==> src/design/mrac_pkg.sv <==
package mrac_pkg;

    localparam int unsigned CFG_IDX_W = 3;

    // Configuration register indexes
    localparam logic [CFG_IDX_W-1:0] CFG_EXPECTED_MAGIC   = 3'd0;
    localparam logic [CFG_IDX_W-1:0] CFG_EXPECTED_VERSION = 3'd1;
    localparam logic [CFG_IDX_W-1:0] CFG_EXPECTED_REGION  = 3'd2;
    localparam logic [CFG_IDX_W-1:0] CFG_NO_ENTRY_MARKER  = 3'd3;
    localparam logic [CFG_IDX_W-1:0] CFG_WINDOW_START     = 3'd4;
    localparam logic [CFG_IDX_W-1:0] CFG_WINDOW_END       = 3'd5;

    localparam logic [31:0] WINDOW_START_RST = 32'h000f_4000;
    localparam logic [31:0] WINDOW_END_RST   = 32'h000f_e000;

    // Result status codes
    localparam logic [1:0] ST_OK     = 2'd0;
    localparam logic [1:0] ST_FULL   = 2'd1;
    localparam logic [1:0] ST_HEADER = 2'd2;
    localparam logic [1:0] ST_IMAGE  = 2'd3;

    typedef struct packed {
        logic [31:0] expected_magic;
        logic [31:0] expected_version;
        logic [31:0] expected_region;
        logic [31:0] no_entry_marker;
        logic [31:0] window_start;
        logic [31:0] window_end;
    } t_cfg;

    typedef struct packed {
        logic [31:0] hdr_magic;
        logic [31:0] hdr_version;
        logic [31:0] hdr_region;
        logic [31:0] load_base;
        logic [31:0] image_bytes;
        logic [31:0] footprint_bytes;
        logic [31:0] init_entry_offset;
        logic [31:0] update_entry_offset;
    } t_hdr;

    typedef struct packed {
        logic [31:0] base;
        logic [31:0] length;
    } t_region;

endpackage

==> src/design/mrac_region_mem.sv <==
module mrac_region_mem #(
    parameter int unsigned DEPTH = 8,
    parameter int unsigned AW    = 3
) (
    input  logic                 i_clk,
    input  logic                 i_wr_en,
    input  logic [AW-1:0]        i_wr_addr,
    input  mrac_pkg::t_region    i_wr_data,
    input  logic                 i_rd_en,
    input  logic [AW-1:0]        i_rd_addr,
    output mrac_pkg::t_region    o_rd_data
);

    mrac_pkg::t_region r_mem [DEPTH];
    mrac_pkg::t_region r_rd_data;

    always_ff @(posedge i_clk) begin
        if (i_wr_en) begin
            r_mem[i_wr_addr] <= i_wr_data;
        end
    end

    always_ff @(posedge i_clk) begin
        if (i_rd_en) begin
            r_rd_data <= r_mem[i_rd_addr];
        end
    end

    assign o_rd_data = r_rd_data;

endmodule

==> src/design/mrac_hdr_check.sv <==
module mrac_hdr_check (
    input  mrac_pkg::t_cfg  i_cfg,
    input  mrac_pkg::t_hdr  i_hdr,
    output logic            o_hdr_ok
);

    logic id_ok;
    logic base_ok;
    logic size_ok;
    logic room_ok;
    logic init_ok;
    logic upd_ok;
    logic [31:0] room;

    function automatic logic offset_ok(input logic [31:0] off, input logic [31:0] img,
                                       input logic [31:0] marker);
        return (off == marker) || ((off[1:0] == 2'b00) && (off < img));
    endfunction

    always_comb begin
        id_ok = (i_hdr.hdr_magic == i_cfg.expected_magic)
             && (i_hdr.hdr_version == i_cfg.expected_version)
             && ((i_hdr.hdr_region == 32'd0)
                 || (i_hdr.hdr_region == i_cfg.expected_region));

        // an inverted window fails here for every base
        base_ok = (i_hdr.load_base[3:0] == 4'd0)
               && (i_hdr.load_base >= i_cfg.window_start)
               && (i_hdr.load_base < i_cfg.window_end);

        size_ok = (i_hdr.image_bytes != 32'd0)
               && (i_hdr.image_bytes[1:0] == 2'b00)
               && (i_hdr.image_bytes <= i_hdr.footprint_bytes);

        // only meaningful once base_ok holds, which guards the wrap
        room    = i_cfg.window_end - i_hdr.load_base;
        room_ok = (i_hdr.footprint_bytes <= room);

        init_ok = offset_ok(i_hdr.init_entry_offset, i_hdr.image_bytes,
                            i_cfg.no_entry_marker);
        upd_ok  = offset_ok(i_hdr.update_entry_offset, i_hdr.image_bytes,
                            i_cfg.no_entry_marker);

        o_hdr_ok = id_ok && base_ok && size_ok && room_ok && init_ok && upd_ok;
    end

endmodule

==> src/design/module_region_admission_check.sv <==
// Module region admission check. One header is taken at a time; the block
// stalls its input from acceptance until the result is placed in the output
// register, while a previous result may still wait there. An accepted header
// passes a check state, then a scan state and a done state that loads the
// output register. The stored regions sit in one memory with a registered
// read and the overlap scan reads one entry per cycle, so the scan grows with
// the number of stored regions; a full table is refused before the scan, so
// at most MAX_REGIONS - 1 regions are scanned. Items that fail the table-full
// or header checks skip the scan. A stalled output holds the result back and
// delays the next transfer as well.
// Configuration is written through the cfg port only while the block is idle,
// a rule for the user that the block itself does not enforce; index values
// beyond the register list are ignored.
module module_region_admission_check #(
    parameter int unsigned MAX_REGIONS = 8
) (
    input  logic        i_clk,
    input  logic        i_rst_n,

    input  logic        i_cfg_valid,
    output logic        o_cfg_ready,
    input  logic [2:0]  i_cfg_index,
    input  logic [31:0] i_cfg_data,

    input  logic        i_in_valid,
    output logic        o_in_stall,
    input  logic [31:0] i_hdr_magic,
    input  logic [31:0] i_hdr_version,
    input  logic [31:0] i_hdr_region,
    input  logic [31:0] i_load_base,
    input  logic [31:0] i_image_bytes,
    input  logic [31:0] i_footprint_bytes,
    input  logic [31:0] i_init_entry_offset,
    input  logic [31:0] i_update_entry_offset,
    input  logic        i_image_ok,

    output logic        o_out_valid,
    input  logic        i_out_stall,
    output logic [1:0]  o_status,
    output logic [2:0]  o_slot,
    output logic [3:0]  o_entries_used
);

    localparam int unsigned CNT_W  = $clog2(MAX_REGIONS + 1);
    localparam int unsigned IDX_W  = (MAX_REGIONS > 1) ? $clog2(MAX_REGIONS) : 1;
    localparam int unsigned CEXT_W = (CNT_W > 4) ? CNT_W : 4;
    localparam int unsigned SEXT_W = (IDX_W > 3) ? IDX_W : 3;

    localparam logic [CNT_W-1:0] CNT_MAX = CNT_W'(MAX_REGIONS);

    localparam logic [1:0] S_IDLE  = 2'd0;
    localparam logic [1:0] S_CHECK = 2'd1;
    localparam logic [1:0] S_SCAN  = 2'd2;
    localparam logic [1:0] S_DONE  = 2'd3;

    mrac_pkg::t_cfg     r_cfg;
    mrac_pkg::t_hdr     r_hdr;
    logic               r_image_ok;

    logic [1:0]         r_state;
    logic [1:0]         n_state;
    logic [CNT_W-1:0]   r_count;
    logic [CNT_W-1:0]   r_idx;
    logic               r_pend;
    logic               r_ovl;
    logic [1:0]         r_res_status;
    logic [1:0]         n_res_status;
    logic [32:0]        r_new_end;

    logic               r_out_valid;
    logic [1:0]         r_out_status;
    logic [2:0]         r_out_slot;
    logic [3:0]         r_out_count;

    logic               hdr_ok;
    logic               in_xfer;
    logic               out_free;
    logic               finish;
    logic               admit;
    logic               rd_en;
    logic               ovl_hit;
    logic               scan_end;
    logic [32:0]        old_end;
    logic [CNT_W-1:0]   count_after;
    logic [CEXT_W-1:0]  count_ext;
    logic [SEXT_W-1:0]  slot_ext;
    mrac_pkg::t_region  wr_data;
    mrac_pkg::t_region  rd_data;

    // ---------------- configuration ----------------
    assign o_cfg_ready = 1'b1;

    always_ff @(posedge i_clk) begin
        if (!i_rst_n) begin
            r_cfg.expected_magic   <= 32'd0;
            r_cfg.expected_version <= 32'd0;
            r_cfg.expected_region  <= 32'd0;
            r_cfg.no_entry_marker  <= 32'd0;
            r_cfg.window_start     <= mrac_pkg::WINDOW_START_RST;
            r_cfg.window_end       <= mrac_pkg::WINDOW_END_RST;
        end else if (i_cfg_valid && o_cfg_ready) begin
            case (i_cfg_index)
                mrac_pkg::CFG_EXPECTED_MAGIC:   r_cfg.expected_magic   <= i_cfg_data;
                mrac_pkg::CFG_EXPECTED_VERSION: r_cfg.expected_version <= i_cfg_data;
                mrac_pkg::CFG_EXPECTED_REGION:  r_cfg.expected_region  <= i_cfg_data;
                mrac_pkg::CFG_NO_ENTRY_MARKER:  r_cfg.no_entry_marker  <= i_cfg_data;
                mrac_pkg::CFG_WINDOW_START:     r_cfg.window_start     <= i_cfg_data;
                mrac_pkg::CFG_WINDOW_END:       r_cfg.window_end       <= i_cfg_data;
                default: begin
                end
            endcase
        end
    end

    // ---------------- input capture ----------------
    assign o_in_stall = (r_state != S_IDLE);
    assign in_xfer    = i_in_valid && !o_in_stall;

    always_ff @(posedge i_clk) begin
        if (in_xfer) begin
            r_hdr.hdr_magic           <= i_hdr_magic;
            r_hdr.hdr_version         <= i_hdr_version;
            r_hdr.hdr_region          <= i_hdr_region;
            r_hdr.load_base           <= i_load_base;
            r_hdr.image_bytes         <= i_image_bytes;
            r_hdr.footprint_bytes     <= i_footprint_bytes;
            r_hdr.init_entry_offset   <= i_init_entry_offset;
            r_hdr.update_entry_offset <= i_update_entry_offset;
            r_image_ok                <= i_image_ok;
        end
    end

    mrac_hdr_check u_hdr_check (
        .i_cfg    (r_cfg),
        .i_hdr    (r_hdr),
        .o_hdr_ok (hdr_ok)
    );

    // ---------------- region store ----------------
    assign rd_en   = (r_state == S_SCAN) && (r_idx < r_count);
    assign admit   = finish && (r_res_status == mrac_pkg::ST_OK);
    assign wr_data = '{base: r_hdr.load_base, length: r_hdr.footprint_bytes};

    // writes land only at the end of an item, and the idle and check states lie
    // between a write and the next scan, so a read never meets a write to the same entry
    mrac_region_mem #(
        .DEPTH (MAX_REGIONS),
        .AW    (IDX_W)
    ) u_region_mem (
        .i_clk     (i_clk),
        .i_wr_en   (admit),
        .i_wr_addr (r_count[IDX_W-1:0]),
        .i_wr_data (wr_data),
        .i_rd_en   (rd_en),
        .i_rd_addr (r_idx[IDX_W-1:0]),
        .o_rd_data (rd_data)
    );

    // half-open overlap test, no wrap
    assign old_end  = {1'b0, rd_data.base} + {1'b0, rd_data.length};
    assign ovl_hit  = r_pend && ({1'b0, r_hdr.load_base} < old_end)
                             && ({1'b0, rd_data.base} < r_new_end);
    assign scan_end = (r_idx == r_count) && !r_pend;

    // ---------------- sequencer ----------------
    assign out_free = !r_out_valid || !i_out_stall;
    assign finish   = (r_state == S_DONE) && out_free;

    always_comb begin
        n_state      = r_state;
        n_res_status = r_res_status;
        case (r_state)
            S_IDLE: begin
                if (in_xfer) begin
                    n_state = S_CHECK;
                end
            end
            S_CHECK: begin
                if (r_count >= CNT_MAX) begin
                    n_res_status = mrac_pkg::ST_FULL;
                    n_state      = S_DONE;
                end else if (!hdr_ok) begin
                    n_res_status = mrac_pkg::ST_HEADER;
                    n_state      = S_DONE;
                end else begin
                    n_state = S_SCAN;
                end
            end
            S_SCAN: begin
                if (scan_end) begin
                    n_state = S_DONE;
                    if (r_ovl) begin
                        n_res_status = mrac_pkg::ST_HEADER;
                    end else if (!r_image_ok) begin
                        n_res_status = mrac_pkg::ST_IMAGE;
                    end else begin
                        n_res_status = mrac_pkg::ST_OK;
                    end
                end
            end
            S_DONE: begin
                if (out_free) begin
                    n_state = S_IDLE;
                end
            end
            default: begin
                n_state = S_IDLE;
            end
        endcase
    end

    always_ff @(posedge i_clk) begin
        if (!i_rst_n) begin
            r_state      <= S_IDLE;
            r_count      <= '0;
            r_idx        <= '0;
            r_pend       <= 1'b0;
            r_ovl        <= 1'b0;
            r_res_status <= mrac_pkg::ST_OK;
        end else begin
            r_state      <= n_state;
            r_res_status <= n_res_status;
            if (r_state == S_CHECK) begin
                r_idx  <= '0;
                r_pend <= 1'b0;
                r_ovl  <= 1'b0;
            end else if (r_state == S_SCAN) begin
                r_pend <= rd_en;
                if (rd_en) begin
                    r_idx <= r_idx + 1'b1;
                end
                if (ovl_hit) begin
                    r_ovl <= 1'b1;
                end
            end else begin
                r_pend <= 1'b0;
            end
            if (admit) begin
                r_count <= r_count + 1'b1;
            end
        end
    end

    always_ff @(posedge i_clk) begin
        if (r_state == S_CHECK) begin
            r_new_end <= {1'b0, r_hdr.load_base} + {1'b0, r_hdr.footprint_bytes};
        end
    end

    // ---------------- output register ----------------
    assign count_after = admit ? (r_count + 1'b1) : r_count;
    assign count_ext   = CEXT_W'(count_after);
    assign slot_ext    = admit ? SEXT_W'(r_count[IDX_W-1:0]) : '0;

    always_ff @(posedge i_clk) begin
        if (!i_rst_n) begin
            r_out_valid <= 1'b0;
        end else if (finish) begin
            r_out_valid <= 1'b1;
        end else if (r_out_valid && !i_out_stall) begin
            r_out_valid <= 1'b0;
        end
    end

    always_ff @(posedge i_clk) begin
        if (finish) begin
            r_out_status <= r_res_status;
            r_out_slot   <= slot_ext[2:0];
            r_out_count  <= count_ext[3:0];
        end
    end

    assign o_out_valid    = r_out_valid;
    assign o_status       = r_out_status;
    assign o_slot         = r_out_slot;
    assign o_entries_used = r_out_count;

    // ---------------- assertions ----------------
    a_count_bound: assert property (@(posedge i_clk) disable iff (!i_rst_n)
        r_count <= CNT_MAX)
        else $error("region count beyond table size");

    a_count_step: assert property (@(posedge i_clk) disable iff (!i_rst_n)
        $past(i_rst_n) && (r_count != $past(r_count)) |->
            (r_count == $past(r_count) + 1'b1) && $past(admit))
        else $error("region count changed without an admission");

    a_admit_room: assert property (@(posedge i_clk) disable iff (!i_rst_n)
        admit |-> (r_count < CNT_MAX) && !r_ovl && r_image_ok)
        else $error("store write for a refused header");

    a_slot_zero: assert property (@(posedge i_clk) disable iff (!i_rst_n)
        o_out_valid && (o_status != mrac_pkg::ST_OK) |-> (o_slot == 3'd0))
        else $error("slot set on a refused header");

    a_pend_scan: assert property (@(posedge i_clk) disable iff (!i_rst_n)
        r_pend |-> (r_state == S_SCAN))
        else $error("store read pending outside the scan");

endmodule

==> config.mk <==
export PLATFORM = sky130hd
export DESIGN_NAME = module_region_admission_check
export DESIGN_NICKNAME = d
export VERILOG_FILES = /design/src/design/mrac_pkg.sv /design/src/design/mrac_region_mem.sv /design/src/design/mrac_hdr_check.sv /design/src/design/module_region_admission_check.sv
export SDC_FILE = /design/constraint.sdc
export NUM_CORES = 2
export LEC_CHECK = 0
export ABC_CLOCK_PERIOD_IN_PS = 13500
export BUFFER_PORTS_ARGS = -buffer_cell sky130_fd_sc_hd__buf_2
export CAP_MARGIN = 20
export CORE_MARGIN = 1.5
export CORE_UTILIZATION = 45
export DETAILED_ROUTE_END_ITERATION = 8
export GPL_ROUTABILITY_DRIVEN = 0
export GPL_TIMING_DRIVEN = 0
export HOLD_SLACK_MARGIN = 0.12
export PLACE_DENSITY = 0.66
export SLEW_MARGIN = 10
export SYNTH_ARGS = -nofsm -noshare
export SYNTH_HDL_FRONTEND = slang
export SYNTH_HIERARCHICAL = 1
export SYNTH_SLANG_ARGS = --single-unit
==> constraint.sdc <==
create_clock -name i_clk -period 13.5 [get_ports i_clk]
set_input_delay 3.375 -clock i_clk [delete_from_list [all_inputs] [get_ports i_clk]]
set_output_delay 3.375 -clock i_clk [all_outputs]
set_load 0.02 [all_outputs]
==> out/results.tsv <==
stage	metric	value	unit
pwr	power_per_cell_area	160	nW/um^2
sta	rsz0062_at_grt	false	
route	route.detailed.vias_per_inst	5.52	
sta	fin_crit_sh	51.0	%
layout	mostFrequentLayoutCell	edfxtp_1	
global_routing	globalRoute.totalOverflow	0	
placed_design	post-dp-hpwl	99.5	mm
layout	final_cell_mix	edfxtp_1, nand2_1, ha_1	
placed_design	dp_cells	5541	
global_routing	grt_start_max_net_pins	69	
synthesis	synthesis.nets	4334	
worst_setup_path	worst-endpoint-required	14080	ps
sta	worst-slew-pin-transition	1260	ps
placed_design	numPortBuffers	306	
synthesis	synth_cells	3706	
pwr	power_leakage	21.2	nW
global_routing	antenna_violations_before_repair	11	
global_routing	grt_pass1_vias	31600	
layout	post-route-cell-area	58100	sq um
route	post-route-drc-count	0	
global_routing	grt.busiest_layer	met2	
clock_network	postCtsResizedCells	0	
synthesis	post_synth_instance_area	50200	sq um
worst_hold_path	timing.hold.worst.class	flip-flop to flip-flop	
global_routing	grt_use_total	23.5	%
synthesis	yosysTopAreaCell	edfxtp_1	
route	total_vias_in_the_final_route	31700	
layout	stdcell_count	5744	
sta	max_freq	0.145	GHz
sta	period_needed	6890	ps
clock_network	cts_hold_buffers	0	
layout	post_route_cells_drive_above_1_share	18.3	%
worst_setup_path	worst-path-max-fanout	12	
clock_network	cts_buf_count	105	
worst_setup_path	reg2reg_setup_slack	6610	ps
route	detail-route-antenna-nets	0	
layout	net_count_final	4788	
floorplan	top_level_ports	309	
clock_network	clock_sink_count	1082	
worst_setup_path	cp_slowest_cell	edfxtp_1	
worst_setup_path	crit_path_end_kind	flip-flop	
sta	tns	0	ps
pwr	irDropWorstVdd	0.143	mV
floorplan	floorplan.initialDensity	45.4	%
worst_setup_path	crit_chain	ha_1 > fa_1 > nand2b_1 > a21oi_1 > o311a_1 > o211ai_1 > nand3b_1 > a21boi_1 > o21ai_1 > xnor2_1 > ha_1 > and4_1 > nand4_1 > nor3_1 > nand3_1 > a21oi_1 > nand4_1 > a221oi_1 > o2111a_1 > inv_1 > o21ai_0 > a21oi_1 > o211a_1	
sta	slew_headroom	14.5	%
floorplan	vert_die_dim	337	microns
synthesis	netlist_top_cells_area	edfxtp_1, dfxtp_1, ha_1	
global_routing	grt_first_pass_wirelength	196	mm
route	wl_per_cell	23.3	microns
floorplan	floorplan.rows	122	
synthesis	synth_edf_count	875	
sta	skew	36.6	ps
run	max_cap_violation_count	0	
worst_setup_path	max_stage_delay	910	ps
worst_setup_path	element_type_at_the_critical_path_start	flip-flop	
floorplan	area_of_the_core	111000	sq um
worst_setup_path	path_common_cell	a21oi_1	
pwr	total_power	9.30	mW
route	first_drt_iteration_drcs	2469	
global_routing	use_met2	39.6	%
clock_network	worst_setup_hold_path_clk_slew	70	ps
clock_network	clock_tree_root	clkbuf_16	
placed_design	placed_area	54400	sq um
sta	setup_viol	0	
clock_network	number_of_setup_buffers_added_after_cts	0	
synthesis	yosysWarnings	6	
clock_network	cts.htree.levels	3	
floorplan	die_width	337	microns
clock_network	clock_tree_from_tritoncts	done	
placed_design	dp_slack	6670	ps
sta	finalWorstSetupSlack	6610	ps
synthesis	flip_flop_cell_with_the_highest_count_after_synthesis	edfxtp_1	
route	detailedRoute.firstPassIterationCount	6	
synthesis	yosys_register_bits	1082	
synthesis	synthArstFlopShare	0	%
synthesis	ys_types	90	
synthesis	synthesis.area_per_instance	13.5	sq um
worst_setup_path	timing_worst_setup_path_type	flip-flop to flip-flop	
sta	finalMaxSlewViolations	0	
floorplan	die-area	114000	sq um
route	routed_wl	134	mm
clock_network	clk-insertion-delay-late	700	ps
sta	final-hold-violation-count	0	
clock_network	clockBufferDepth	3	
synthesis	yosys.area.top_type_share	52.3	%
status	result_of_the_run	complete, no violations	
global_routing	use_met1	29.9	%
worst_setup_path	critPathArrivalTime	7460	ps
global_routing	globalRouteMet3Util	3.52	%
synthesis	synth_seq_area_share	60.6	%
layout	area.growth.synth_to_final	15.8	%
[power breakdown]
| group | switching, mW | leakage [nW] | internal, mW |
|---|---|---|---|
| registers | 0.409 | 9.68 | 4.09 |
| logic | 0.955 | 9.75 | 0.706 |
| clock network | 1.30 | 1.80 | 1.83 |
| total | 2.67 | 21.2 | 6.63 |
[per-stage QoR]
step / utilization, % / hold WS [ps]
2_1_floorplan: - / 441
3_3_place_gp: 48.4 / 453
3_5_place_dp: 49.1 / 456
4_1_cts: 52.5 / 469
5_1_grt: 52.5 / 486
6_report: 52.5 / 466
[worst max-delay path, delay by kind of cell (launching register included)]
| kind | cells | cell delay (ps) |
|---|---|---|
| simple gates | 7 | 1620 |
| xor+xnor | 1 | 140 |
| buf+inv | 1 | 100 |
| compound gates | 11 | 3130 |
| fa+ha+maj | 3 | 860 |
| flops | 1 | 910 |
[routing by layer]
metal / routed length [microns] / vias up / part of all wire [%]
met5: 37 / - / 0.028
li1: - / 14800 / -
met4: 6340 / 6 / 4.7
met3: 7740 / 263 / 5.8
met1: 55200 / 15600 / 41
met2: 64500 / 1063 / 48
[Yosys cell counts (6+ instances only)]
master       n
a21o_1      86
nand4_1     77
nand2b_1    25
and2_1      16
edfxtp_1   875
and4_1       9
clkbuf_1    81
xnor2_1    130
ha_1       328
nand3_1     47
o22ai_1      6
a211oi_1    24
a2111oi_0    7
nor4_1      41
o21ai_1     14
inv_1      214
mux2i_1      7
o21a_1      13
o211ai_1    20
mux2_2      64
buf_6       11
nor3_1      30
nor2_1      86
a21boi_0   181
a21oi_1    147
and3_1      12
xor2_1      96
o21bai_1    13
buf_1        9
mux4_2     128
a31oi_1      9
nand2_1    472
a221oi_1     7
dfxtp_1    207
nor2b_1     31
o21ai_0     74
[flip-flops by register name (all words and copies together), names as in the netlist, 2 cells and up]
register	flops
u_region_mem/o_rd_data	64
r_state	2
r_count	4
o_entries_used	4
u_region_mem/r_mem	512
r_cfg	192
r_hdr	256
r_idx	4
o_status	2
r_new_end	33
o_slot	3
r_res_status	2
[path summary, 6_finish.rpt]
| check | startpoint | endpoint | cells after the start |
|---|---|---|---|
| max | r_hdr[128]$_DFFE_PP_ | r_res_status[0]$_SDFFE_PN0P_ | 23 |
| min | r_cfg[62]$_SDFFE_PN0P_ | r_cfg[62]$_SDFFE_PN0P_ | 2 |
| max reg2reg | r_hdr[128]$_DFFE_PP_ | r_res_status[0]$_SDFFE_PN0P_ | 23 |
| min reg2reg | r_cfg[62]$_SDFFE_PN0P_ | r_cfg[62]$_SDFFE_PN0P_ | 2 |
[final cells by class]
cell class,instances,area (sq um)
fill,9223,52500
sequential,1082,30400
multi-input combinational,2299,18500
clock buffer,130,2870
timing repair buffer,347,2240
tap,1488,1860
clock inverter,69,891
inverter,216,811
buffer,109,515
antenna,4,10.0
[kinds of logic (layout without fill, tap and decap cells)]
kind of cell | Yosys count | count (layout) | share of synthesized area (%)
AO/OA/AOI/OAI | 663 | 663 | 9.06
XOR/XNOR | 226 | 226 | 3.94
adder cells (fa/ha/maj) | 331 | 331 | 8.29
buffers and inverters | 325 | 871 | 2.63
flip-flops | 1082 | 1082 | 60.6
multiplexers | 200 | 200 | 7.34
other | 1 | 5 | 0.00747
AND/OR/NAND/NOR | 878 | 878 | 8.15
Note: power is estimated with default switching activity, not from simulation.
